<file path="src/rtl/core/assert_macros.svh">
// Assertion macros shared by the RTL of the sensor alarm rule evaluator.
// Depends on nothing; a file that asserts includes it and names clk_i/rst_ni.
`ifndef ASSERT_MACROS_SVH
`define ASSERT_MACROS_SVH

`ifndef ASSERT_OFF

// Checked on every rising edge outside reset.
`define ASSERT_SYNC(lbl, prop, msg) \
  lbl: assert property (@(posedge clk_i) disable iff (!rst_ni) prop) else $error(msg);

// Checked on every rising edge, reset included.
`define ASSERT_ALWAYS(lbl, prop, msg) \
  lbl: assert property (@(posedge clk_i) prop) else $error(msg);

`else

`define ASSERT_SYNC(lbl, prop, msg)
`define ASSERT_ALWAYS(lbl, prop, msg)

`endif

`endif

</file>
<file path="src/rtl/core/sare_pkg.sv">
// Types and constants of the sensor alarm rule evaluator.
// No dependencies; imported by sare_rule_eval and sensor_alarm_rule_evaluator.
package sare_pkg;

  localparam int unsigned RULE_SLOTS = 16;
  localparam int unsigned SLOT_W     = (RULE_SLOTS > 1) ? $clog2(RULE_SLOTS) : 1;
  localparam int unsigned CNT_W      = $clog2(RULE_SLOTS + 1);

  localparam int unsigned MS_PER_S   = 1000;
  localparam int unsigned HOLD_W     = 16;
  localparam int unsigned HOLD_MS_W  = 26;  // 65535 s * 1000 fits
  localparam int unsigned HOLD_RST_S = 60;

  localparam int unsigned IN_DATA_W  = 176;
  localparam int unsigned IN_USER_W  = 2;
  localparam int unsigned OUT_DATA_W = 40;

  localparam logic [1:0] MODE_THR   = 2'd0;
  localparam logic [1:0] MODE_STATE = 2'd1;
  localparam logic [1:0] MODE_COUNT = 2'd2;
  localparam logic [1:0] MODE_TICK  = 2'd3;

  localparam logic [1:0] SIDE_NONE = 2'd0;
  localparam logic [1:0] SIDE_LO   = 2'd1;
  localparam logic [1:0] SIDE_HI   = 2'd2;

  localparam logic EDGE_ACT   = 1'b0;
  localparam logic EDGE_DEACT = 1'b1;

  typedef struct packed {
    logic [1:0]         mode;
    logic [3:0]         source;
    logic [3:0]         quantity;
    logic               enabled;
    logic signed [31:0] low_limit;
    logic signed [31:0] high_limit;
    logic [30:0]        hysteresis;
    logic               reading_valid;
    logic signed [31:0] reading;
    logic               from_level;
    logic               to_level;
    logic [31:0]        now_ms;
  } item_t;

  // Per-slot state as held in the slot memory.
  typedef struct packed {
    logic        active;
    logic [1:0]  side;
    logic        lvl_valid;
    logic        lvl_val;
    logic        cnt_valid;
    logic [31:0] cnt_val;
    logic        exp_pending;
    logic [31:0] exp_time;
  } slot_rec_t;

  // Threshold bounds and expiry time, registered in the cycle before evaluation.
  typedef struct packed {
    logic signed [33:0] lo_plus;
    logic signed [33:0] lo_minus;
    logic signed [33:0] hi_plus;
    logic signed [33:0] hi_minus;
    logic [31:0]        exp_time;
  } bounds_t;

  // Packed so that event_valid lands in bit 0 of the output tdata.
  typedef struct packed {
    logic               no_free_slot;
    logic               any_active;
    logic               rule_active;
    logic signed [31:0] report_value;
    logic               has_value;
    logic [1:0]         side;
    logic               edge_res;
    logic               event_valid;
  } res_t;

endpackage

</file>
<file path="src/rtl/core/sare_rule_eval.sv">
// Evaluation of one rule against the state record of its slot.
// Depends on sare_pkg; instantiated by sensor_alarm_rule_evaluator.
module sare_rule_eval import sare_pkg::*; (
  input  item_t     item_i,
  input  bounds_t   bnd_i,
  input  slot_rec_t rec_i,
  output slot_rec_t rec_o,
  output res_t      res_o
);

  logic signed [33:0] val_w;
  logic               cur;
  logic               want;
  logic [31:0]        delta;
  logic               lim_pos;

  assign val_w   = {{2{item_i.reading[31]}}, item_i.reading};
  assign cur     = |item_i.reading;
  assign want    = (cur == item_i.to_level);
  assign delta   = item_i.reading - rec_i.cnt_val;
  assign lim_pos = !item_i.high_limit[31] && (item_i.high_limit != '0);

  always_comb begin
    rec_o = rec_i;
    res_o = '0;
    unique case (item_i.mode)
      MODE_THR: begin
        if (!item_i.enabled || !item_i.reading_valid) begin
          if (rec_i.active) begin
            rec_o.active      = 1'b0;
            res_o.event_valid = 1'b1;
            res_o.edge_res    = EDGE_DEACT;
            res_o.side        = rec_i.side;
          end
        end else if (rec_i.active) begin
          if (val_w > bnd_i.lo_plus && val_w < bnd_i.hi_minus) begin
            rec_o.active       = 1'b0;
            res_o.event_valid  = 1'b1;
            res_o.edge_res     = EDGE_DEACT;
            res_o.side         = rec_i.side;
            res_o.has_value    = 1'b1;
            res_o.report_value = item_i.reading;
          end
        end else if (val_w < bnd_i.lo_minus) begin
          rec_o.active       = 1'b1;
          rec_o.side         = SIDE_LO;
          res_o.event_valid  = 1'b1;
          res_o.edge_res     = EDGE_ACT;
          res_o.side         = SIDE_LO;
          res_o.has_value    = 1'b1;
          res_o.report_value = item_i.reading;
        end else if (val_w > bnd_i.hi_plus) begin
          rec_o.active       = 1'b1;
          rec_o.side         = SIDE_HI;
          res_o.event_valid  = 1'b1;
          res_o.edge_res     = EDGE_ACT;
          res_o.side         = SIDE_HI;
          res_o.has_value    = 1'b1;
          res_o.report_value = item_i.reading;
        end
      end
      MODE_STATE: begin
        if (item_i.reading_valid) begin
          if (!item_i.enabled) begin
            if (rec_i.active) begin
              rec_o.active      = 1'b0;
              rec_o.exp_pending = 1'b0;
              rec_o.exp_time    = '0;
              res_o.event_valid = 1'b1;
              res_o.edge_res    = EDGE_DEACT;
              res_o.has_value   = 1'b1;
            end
          end else if (item_i.from_level != item_i.to_level) begin
            // edge rule: one-shot, cleared later by a tick
            if (rec_i.lvl_valid && rec_i.lvl_val == item_i.from_level && want) begin
              rec_o.active       = 1'b1;
              rec_o.exp_pending  = 1'b1;
              rec_o.exp_time     = bnd_i.exp_time;
              res_o.event_valid  = 1'b1;
              res_o.edge_res     = EDGE_ACT;
              res_o.has_value    = 1'b1;
              res_o.report_value = {31'd0, cur};
            end
          end else if (want && !rec_i.active) begin
            rec_o.active       = 1'b1;
            res_o.event_valid  = 1'b1;
            res_o.edge_res     = EDGE_ACT;
            res_o.has_value    = 1'b1;
            res_o.report_value = {31'd0, cur};
          end else if (!want && rec_i.active) begin
            rec_o.active       = 1'b0;
            res_o.event_valid  = 1'b1;
            res_o.edge_res     = EDGE_DEACT;
            res_o.has_value    = 1'b1;
            res_o.report_value = {31'd0, cur};
          end
          rec_o.lvl_valid = 1'b1;
          rec_o.lvl_val   = cur;
        end
      end
      MODE_COUNT: begin
        if (item_i.reading_valid) begin
          if (!rec_i.cnt_valid) begin
            rec_o.cnt_valid = 1'b1;
            rec_o.cnt_val   = item_i.reading;
          end else if (!item_i.enabled) begin
            rec_o.cnt_val = item_i.reading;
          end else if (lim_pos && delta >= item_i.high_limit) begin
            rec_o.active       = 1'b1;
            rec_o.exp_pending  = 1'b1;
            rec_o.exp_time     = bnd_i.exp_time;
            rec_o.cnt_val      = item_i.reading;
            res_o.event_valid  = 1'b1;
            res_o.edge_res     = EDGE_ACT;
            res_o.has_value    = 1'b1;
            res_o.report_value = item_i.reading;
          end
        end
      end
      default: begin
        // ticks are handled by the slot sweep
      end
    endcase
    res_o.rule_active = rec_o.active;
  end

endmodule

</file>
<file path="src/rtl/core/sensor_alarm_rule_evaluator.sv">
// Sensor alarm rule evaluator: slot lookup, slot memory and tick sweep.
// Depends on sare_pkg, sare_rule_eval and assert_macros.svh.
//
//  channel   dir  handshake                      payload
//  s_axis    in   s_axis_tvalid/s_axis_tready    tdata: rule and reading, tuser: mode
//  m_axis    out  m_axis_tvalid/m_axis_tready    tdata: alarm result
//  cfg       in   cfg_valid_i/cfg_ready_o        cfg_data_i: notif_hold_s
//
// A rule item passes through accept, key match and slot read, then evaluate and write back.
// A tick sweeps the slot memory, one slot read per cycle with the write back behind it.
// The slot memory has one read and one write port. Reset clears the slot used bits
// only; a claimed slot starts from a cleared record. A result waits in the output register
// while the next item is accepted; a stalled output holds the block in its last stage.
module sensor_alarm_rule_evaluator import sare_pkg::*; (
  input  logic                  clk_i,
  input  logic                  rst_ni,
  input  logic                  s_axis_tvalid,
  output logic                  s_axis_tready,
  // source, quantity, enabled, low_limit, high_limit, hysteresis,
  // reading_valid, reading, from_level, to_level, now_ms, zero fill
  input  logic [IN_DATA_W-1:0]  s_axis_tdata,
  // mode
  input  logic [IN_USER_W-1:0]  s_axis_tuser,
  output logic                  m_axis_tvalid,
  input  logic                  m_axis_tready,
  // event_valid, edge_res, side, has_value, report_value, rule_active,
  // any_active, no_free_slot
  output logic [OUT_DATA_W-1:0] m_axis_tdata,
  input  logic                  cfg_valid_i,
  output logic                  cfg_ready_o,
  input  logic [HOLD_W-1:0]     cfg_data_i
);

`include "assert_macros.svh"

  localparam logic [2:0] S_IDLE = 3'd0;
  localparam logic [2:0] S_FIND = 3'd1;
  localparam logic [2:0] S_EVAL = 3'd2;
  localparam logic [2:0] S_TICK = 3'd3;
  localparam logic [2:0] S_TRES = 3'd4;

  logic [2:0] state_q, state_d;

  item_t item_q, item_in;
  logic  in_xfer;

  logic [HOLD_MS_W-1:0] hold_ms_q;

  logic [RULE_SLOTS-1:0] slot_used_q;
  logic [7:0]            slot_key_q [RULE_SLOTS];
  logic [RULE_SLOTS-1:0] hit_vec;
  logic                  hit_any, free_any;
  logic [SLOT_W-1:0]     hit_idx, free_idx;
  logic [7:0]            key;

  logic [SLOT_W-1:0] slot_q;
  logic              claim_q, full_q;
  bounds_t           bnd_q, bnd_d;

  slot_rec_t         slot_mem_q [RULE_SLOTS];
  slot_rec_t         rd_data_q;
  logic              mem_re, mem_we;
  logic [SLOT_W-1:0] mem_ra, mem_wa;
  slot_rec_t         mem_wd;

  slot_rec_t eval_rec_in, eval_rec_out;
  res_t      eval_res;

  logic [CNT_W-1:0]  tick_idx_q;
  logic              tick_pend_q;
  logic [SLOT_W-1:0] tick_wa_q;
  logic              any_q, any_d;
  logic [31:0]       exp_diff;
  logic              exp_due;
  slot_rec_t         tick_rec;
  logic              tick_last;

  logic out_vld_q;
  res_t out_q, res_d;
  logic out_free, out_load;

  // ---------------------------------------------------------------- input
  assign item_in.mode          = s_axis_tuser[1:0];
  assign item_in.source        = s_axis_tdata[3:0];
  assign item_in.quantity      = s_axis_tdata[7:4];
  assign item_in.enabled       = s_axis_tdata[8];
  assign item_in.low_limit     = s_axis_tdata[40:9];
  assign item_in.high_limit    = s_axis_tdata[72:41];
  assign item_in.hysteresis    = s_axis_tdata[103:73];
  assign item_in.reading_valid = s_axis_tdata[104];
  assign item_in.reading       = s_axis_tdata[136:105];
  assign item_in.from_level    = s_axis_tdata[137];
  assign item_in.to_level      = s_axis_tdata[138];
  assign item_in.now_ms        = s_axis_tdata[170:139];

  assign s_axis_tready = (state_q == S_IDLE);
  assign in_xfer       = s_axis_tvalid && s_axis_tready;

  always_ff @(posedge clk_i) begin
    if (in_xfer) begin
      item_q <= item_in;
    end
  end

  // ---------------------------------------------------------------- config
  assign cfg_ready_o = 1'b1;

  always_ff @(posedge clk_i or negedge rst_ni) begin
    if (!rst_ni) begin
      hold_ms_q <= HOLD_MS_W'(HOLD_RST_S * MS_PER_S);
    end else if (cfg_valid_i && cfg_ready_o) begin
      hold_ms_q <= HOLD_MS_W'(cfg_data_i * 10'(MS_PER_S));
    end
  end

  // ---------------------------------------------------------------- key match
  assign key = {item_q.source, item_q.quantity};

  always_comb begin
    hit_idx  = '0;
    free_idx = '0;
    for (int i = 0; i < RULE_SLOTS; i++) begin
      hit_vec[i] = slot_used_q[i] && (slot_key_q[i] == key);
    end
    for (int i = RULE_SLOTS - 1; i >= 0; i--) begin
      if (hit_vec[i]) hit_idx = SLOT_W'(i);
      if (!slot_used_q[i]) free_idx = SLOT_W'(i);
    end
  end

  assign hit_any  = |hit_vec;
  assign free_any = ~&slot_used_q;

  always_comb begin
    bnd_d.lo_plus  = {{2{item_q.low_limit[31]}}, item_q.low_limit} + {3'd0, item_q.hysteresis};
    bnd_d.lo_minus = {{2{item_q.low_limit[31]}}, item_q.low_limit} - {3'd0, item_q.hysteresis};
    bnd_d.hi_plus  = {{2{item_q.high_limit[31]}}, item_q.high_limit} + {3'd0, item_q.hysteresis};
    bnd_d.hi_minus = {{2{item_q.high_limit[31]}}, item_q.high_limit} - {3'd0, item_q.hysteresis};
    bnd_d.exp_time = item_q.now_ms + 32'(hold_ms_q);
  end

  always_ff @(posedge clk_i) begin
    if (state_q == S_FIND) begin
      slot_q  <= hit_any ? hit_idx : free_idx;
      claim_q <= !hit_any && free_any;
      full_q  <= !hit_any && !free_any;
      bnd_q   <= bnd_d;
    end
  end

  // claiming a slot marks it used at the end of the match cycle
  always_ff @(posedge clk_i or negedge rst_ni) begin
    if (!rst_ni) begin
      slot_used_q <= '0;
    end else if (state_q == S_FIND && !hit_any && free_any) begin
      slot_used_q[free_idx] <= 1'b1;
    end
  end

  always_ff @(posedge clk_i) begin
    if (state_q == S_FIND && !hit_any && free_any) begin
      slot_key_q[free_idx] <= key;
    end
  end

  // ---------------------------------------------------------------- slot memory
  always_ff @(posedge clk_i) begin
    if (mem_we) begin
      slot_mem_q[mem_wa] <= mem_wd;
    end
    if (mem_re) begin
      rd_data_q <= slot_mem_q[mem_ra];
    end
  end

  // ---------------------------------------------------------------- evaluate
  assign eval_rec_in = claim_q ? '0 : rd_data_q;

  sare_rule_eval u_eval (
    .item_i (item_q),
    .bnd_i  (bnd_q),
    .rec_i  (eval_rec_in),
    .rec_o  (eval_rec_out),
    .res_o  (eval_res)
  );

  // ---------------------------------------------------------------- tick sweep
  assign exp_diff  = item_q.now_ms - rd_data_q.exp_time;
  assign exp_due   = rd_data_q.exp_pending && !exp_diff[31];
  assign tick_last = (tick_idx_q == CNT_W'(RULE_SLOTS));

  always_comb begin
    tick_rec = rd_data_q;
    if (exp_due) begin
      tick_rec.active      = 1'b0;
      tick_rec.exp_pending = 1'b0;
      tick_rec.exp_time    = '0;
    end
  end

  always_comb begin
    any_d = any_q;
    if (state_q == S_IDLE) begin
      any_d = 1'b0;
    end else if (state_q == S_TICK && tick_pend_q && slot_used_q[tick_wa_q]) begin
      any_d = any_q || tick_rec.active;
    end
  end

  always_ff @(posedge clk_i or negedge rst_ni) begin
    if (!rst_ni) begin
      tick_idx_q  <= '0;
      tick_pend_q <= 1'b0;
      any_q       <= 1'b0;
    end else begin
      any_q <= any_d;
      if (state_q == S_TICK) begin
        tick_pend_q <= !tick_last;
        if (!tick_last) tick_idx_q <= tick_idx_q + 1'b1;
      end else begin
        tick_idx_q  <= '0;
        tick_pend_q <= 1'b0;
      end
    end
  end

  always_ff @(posedge clk_i) begin
    if (state_q == S_TICK) begin
      tick_wa_q <= tick_idx_q[SLOT_W-1:0];
    end
  end

  // ---------------------------------------------------------------- memory ports
  always_comb begin
    mem_re = 1'b0;
    mem_ra = '0;
    mem_we = 1'b0;
    mem_wa = '0;
    mem_wd = eval_rec_out;
    unique case (state_q)
      S_FIND: begin
        mem_re = hit_any || free_any;
        mem_ra = hit_any ? hit_idx : free_idx;
      end
      S_EVAL: begin
        mem_we = !full_q && out_free;
        mem_wa = slot_q;
      end
      S_TICK: begin
        mem_re = !tick_last;
        mem_ra = tick_idx_q[SLOT_W-1:0];
        mem_we = tick_pend_q && slot_used_q[tick_wa_q] && exp_due;
        mem_wa = tick_wa_q;
        mem_wd = tick_rec;
      end
      default: begin
      end
    endcase
  end

  // ---------------------------------------------------------------- control
  assign out_free = !out_vld_q || m_axis_tready;

  always_comb begin
    state_d  = state_q;
    out_load = 1'b0;
    res_d    = '0;
    unique case (state_q)
      S_IDLE: begin
        if (in_xfer) state_d = (item_in.mode == MODE_TICK) ? S_TICK : S_FIND;
      end
      S_FIND: state_d = S_EVAL;
      S_EVAL: begin
        if (full_q) begin
          res_d.no_free_slot = 1'b1;
        end else begin
          res_d = eval_res;
        end
        if (out_free) begin
          out_load = 1'b1;
          state_d  = S_IDLE;
        end
      end
      S_TICK: begin
        if (tick_last && !tick_pend_q) state_d = S_TRES;
      end
      S_TRES: begin
        res_d.any_active = any_q;
        if (out_free) begin
          out_load = 1'b1;
          state_d  = S_IDLE;
        end
      end
      default: state_d = S_IDLE;
    endcase
  end

  always_ff @(posedge clk_i or negedge rst_ni) begin
    if (!rst_ni) begin
      state_q   <= S_IDLE;
      out_vld_q <= 1'b0;
    end else begin
      state_q <= state_d;
      if (out_load) begin
        out_vld_q <= 1'b1;
      end else if (m_axis_tready) begin
        out_vld_q <= 1'b0;
      end
    end
  end

  always_ff @(posedge clk_i) begin
    if (out_load) begin
      out_q <= res_d;
    end
  end

  assign m_axis_tvalid = out_vld_q;
  assign m_axis_tdata  = out_q;

  // ---------------------------------------------------------------- checks
  `ASSERT_SYNC(a_key_unique, $onehot0(hit_vec), "two slots hold the same key")
  `ASSERT_SYNC(a_claim_used, (state_q == S_FIND && !hit_any && free_any) |=> slot_used_q[slot_q], "claimed slot not marked used")
  `ASSERT_SYNC(a_mem_overlap, (mem_we && mem_re) |-> (mem_wa != mem_ra), "slot read and write collide")
  `ASSERT_SYNC(a_full_quiet, (out_load && res_d.no_free_slot) |-> (!res_d.event_valid && !res_d.rule_active && !mem_we), "full table result carries state")

endmodule
</file>
<file path="config.mk">
export PLATFORM = sky130hd
export DESIGN_NAME = sensor_alarm_rule_evaluator
export DESIGN_NICKNAME = d
export VERILOG_FILES = /design/src/rtl/core/sare_pkg.sv /design/src/rtl/core/sare_rule_eval.sv /design/src/rtl/core/sensor_alarm_rule_evaluator.sv
export VERILOG_INCLUDE_DIRS = /design/src /design/src/rtl/core
export SDC_FILE = /design/constraint.sdc
export NUM_CORES = 2
export LEC_CHECK = 0
export ABC_CLOCK_PERIOD_IN_PS = 23900
export BUFFER_PORTS_ARGS = -buffer_cell sky130_fd_sc_hd__buf_2
export CAP_MARGIN = 15
export CELL_PAD_IN_SITES_DETAIL_PLACEMENT = 0
export CELL_PAD_IN_SITES_GLOBAL_PLACEMENT = 1
export CORE_ASPECT_RATIO = 1.5
export CORE_MARGIN = 4
export CORE_UTILIZATION = 40
export DETAILED_ROUTE_END_ITERATION = 10
export PLACE_DENSITY = 0.68
export SETUP_SLACK_MARGIN = 0.15
export SYNTH_ARGS = -nofsm -noshare
export SYNTH_HDL_FRONTEND = slang
export SYNTH_HIERARCHICAL = 1
export SYNTH_SLANG_ARGS = --single-unit
</file>
<file path="constraint.sdc">
create_clock -name clk_i -period 23.9 [get_ports clk_i]
set_clock_uncertainty 0.2 [all_clocks]
set_input_delay 1.195 -clock clk_i [delete_from_list [all_inputs] [get_ports clk_i]]
set_output_delay 1.195 -clock clk_i [all_outputs]
set_load 0.02 [all_outputs]
</file>
==> impl_metrics.json <==
{
  "outcome": "finished clean",
  "hp-class": "reg2reg",
  "path_buf_inv": 4,
  "slew_headroom_pct": 20.56,
  "synth_area_leader_cell": "edfxtp_1",
  "slowest_stage": "buf_4",
  "viasPerCell": 5.489,
  "net-switching-power_uw": 3643,
  "r2r-start": "claim_q$_DFFE_PN_",
  "instances_no_fill": 9848,
  "start_util_pct": 40.20,
  "fin_crit_sh_pct": 36.26,
  "final_max_slew_viol_count": 0,
  "nFillCells": 19820,
  "seqCellArea_sq_um": 52910,
  "ir_drop_uv": 86.48,
  "synth_top_area_share_pct": 58.36,
  "drv_cap": 0,
  "fmax_mhz": 115.4,
  "synth_mux_area_share_pct": 9.545,
  "drive_gt1_share_pct": 12.90,
  "worstSetupStartpoint": "claim_q$_DFFE_PN_",
  "synth-edff-count": 1720,
  "crit_family": "compound AO/OA/AOI/OAI gates",
  "grt_pass1_vias": 55280,
  "synth.cell_area_sq_um": 88500,
  "nets": 7528,
  "worst_path_most_repeated_cell": "buf_4",
  "final-setup-viol-count": 0,
  "post_cts_resized": 0,
  "first_pass_iters": 6,
  "final-hold-violation-count": 0,
  "synthFlopType": "edfxtp_1",
  "powerDensity_nw_per_um2": 107.9,
  "worstSetupStartpointType": "register",
  "synth_top_family_by_area": "multiplexers",
  "clock_latency_ns": 0.83,
  "die_height_um": 584.1,
  "synth_fa_ha_area_share_pct": 7.535,
  "synth_xor_area_share_pct": 3.137,
  "leakage_uw": 0.03534,
  "drc": 0,
  "vias": 54060,
  "post_cts_buffers": 0,
  "yosysWarnings": 6,
  "hpwlAfterDp_mm": 150.1,
  "synth_cell_types": 106,
  "cp-end-kind": "register",
  "fp.dieArea_sq_um": 229000,
  "port_buffers": 235,
  "worst-path-max-fanout": 65,
  "worst_pin_slew_ns": 1.192,
  "core.rowCount": 211,
  "totalWireLength_mm": 236.6,
  "fin_tns_setup_ns": 0,
  "cts_tree": "done",
  "grt_use_total_pct": 20.22,
  "critPathMaxStageDelay_ns": 0.75,
  "synthArstFlopShare_pct": 2.825,
  "period_needed_ns": 8.666,
  "syn_to_final_growth_pct": 11.24,
  "r2r_end": "slot_mem_q[6][18]$_DFFE_PP_",
  "drtIter0Drc": 3556,
  "synthCells": 6545,
  "wl_per_cell_um": 24.03,
  "place_congestion": 0.8611,
  "swShare_pct": 34.29,
  "p_seq_share_pct": 39.8,
  "antenna_found_initial": 10,
  "grt_overflow": 0,
  "yosys.area_share.simple_pct": 7.210,
  "cts_num_sinks": 1770,
  "fp.dieW_um": 392.1,
  "internal_power_uw": 6981,
  "clk_pin_slew_ns": 0.06,
  "synth.avg_cell_area_sq_um": 13.52,
  "r2r_setup_slack_ns": 15.23,
  "crit_cells": 25,
  "core_sq_um": 220200,
  "power_uw": 10620,
  "required_ns": 24.23,
  "clockRootBuffer": "clkbuf_16",
  "crit_end": "slot_mem_q[6][18]$_DFFE_PP_",
  "p_clk_share_pct": 26.1,
  "synth_top_cells_by_area": "edfxtp_1, mux2i_1, ha_1",
  "drtAntennaViolNets": 0,
  "cp_data_arrival_time_ns": 8.99,
  "multi_input_area_sq_um": 32240,
  "path_class": "reg2reg",
  "ios": 242,
  "rsz0062_at_grt": "no",
  "grt_pass1_wl_mm": 347.6,
  "r2r_cells": 25,
  "place_inst": 9520,
  "grt_max_degree": 165,
  "combinationalPowerShare_pct": 34.1,
  "synth_compound_area_share_pct": 8.721,
  "clk_path_buf_depth": 4,
  "htree_levels": 4,
  "ys_seq_elements": 1770,
  "cts_buffers": 183,
  "seq_area_frac_synth_pct": 59.78,
  "postCtsHoldBufs": 0
}
-- per-layer routing --
metal	track usage (%)	part of all wire [%]	up-vias
li1	-	-	24950
met1	24.08	40	27270
met2	36.94	52	1408
met3	2.549	4.5	427
met4	7.922	4.3	0
met5	0	0	-
-- stage by stage --
stage               hold slack [ns]  instance area [sq um]  utilization (%)  worst slack, ns
global route                 0.3039                  98450            44.71            14.60
floorplan                    0.2168                  88510                -            13.07
finish                       0.3127                  98460            44.72            15.23
detailed placement           0.3047                  92730            42.12            15.10
global placement             0.3031                  92730            42.12            15.08
CTS                          0.2755                  98430            44.70            15.06
-- registers in the layout, summed over array words and instances (netlist names) --
| name | cells |
|---|---|
| slot_mem_q | 1136 |
| full_q | 1 |
| rd_data_q | 71 |
| tick_idx_q | 5 |
| state_q | 3 |
| hold_ms_q | 23 |
| claim_q | 1 |
| m_axis_tvalid | 1 |
| m_axis_tdata | 40 |
| slot_used_q | 16 |
| bnd_q | 162 |
| tick_pend_q | 1 |
| any_q | 1 |
| tick_wa_q | 4 |
| slot_key_q | 128 |
| item_q | 173 |
| slot_q | 4 |
-- cells in the mapped netlist, drive strengths merged (74+ instances only) --
cell,number
nor3,81
a21oi,310
mux2,229
o21ai,210
inv,439
buf,135
ha,437
xnor2,234
clkbuf,148
xor2,83
nand2,403
o221ai,74
edfxtp,1720
a22oi,74
mux2i,577
nor2b,79
a21o,95
nor2,343
-- final cells by class --
cell class | instances | share of cell area (%)
flip-flops and latches | 1770 | 53.74
multi-input cells | 4053 | 32.74
clock buffers | 214 | 4.823
well taps | 2875 | 3.654
repair buffers | 384 | 2.388
inverters | 440 | 1.683
clock inverters | 108 | 0.9595
diodes | 4 | 0.01017
-- power by group through the flow --
| stage | clock network [uW] | registers (uW) | logic, uW |
|---|---|---|---|
| 3_5_place_dp | 0 | 4290 | 3630 |
| 3_3_place_gp | 0 | 4290 | 3570 |
| 6_report | 2770 | 4230 | 3620 |
| 5_1_grt | 2960 | 4260 | 4000 |
| 2_1_floorplan | 0 | 4290 | 2610 |
| 4_1_cts | 2840 | 4230 | 3650 |
-- cell families (layout without fill, tap and decap cells) --
group	after synthesis	count (layout)
xor+xnor	317	317
other cells	2	7
simple gates	1298	1298
flops	1770	1770
fa+ha+maj	497	497
mux	810	810
buf+inv	723	1146
compound gates	1128	1128
-- worst min path at each step --
stage	start	end	cells past startpoint
global route	s_axis_tdata[55]	item_q[112]$_DFFE_PP_	1
floorplan	item_q[0]$_DFFE_PP_	bnd_q[0]$_DFFE_PN_	0
CTS	s_axis_tdata[59]	item_q[116]$_DFFE_PP_	1
finish	hold_ms_q[10]$_DFFE_PN0P_	hold_ms_q[10]$_DFFE_PN0P_	1
global placement	hold_ms_q[16]$_DFFE_PN0P_	hold_ms_q[16]$_DFFE_PN0P_	1
detailed placement	hold_ms_q[10]$_DFFE_PN0P_	hold_ms_q[10]$_DFFE_PN0P_	1
-- placed cells by master (no fill, tap or decap), drive strengths merged, types with 31 or more instances in the layout --
master     n
buf      382
nand4     67
o221ai    74
nand2b    49
nand3     72
fa        60
nand2    403
nor4      40
mux2i    577
mux2     229
nor2     343
o2bb2a    31
xor2      83
xnor2    234
dfrtp     43
a21o      95
and2      52
a21oi    310
nor3      81
clkinv    80
o21bai    41
o21ai    210
a22oi     74
nor2b     79
a221o     33
nor3b     38
o31ai     43
inv      445
clkbuf   216
ha       437
edfxtp  1720
No activity file was read; power rests on OpenSTA's default activity.
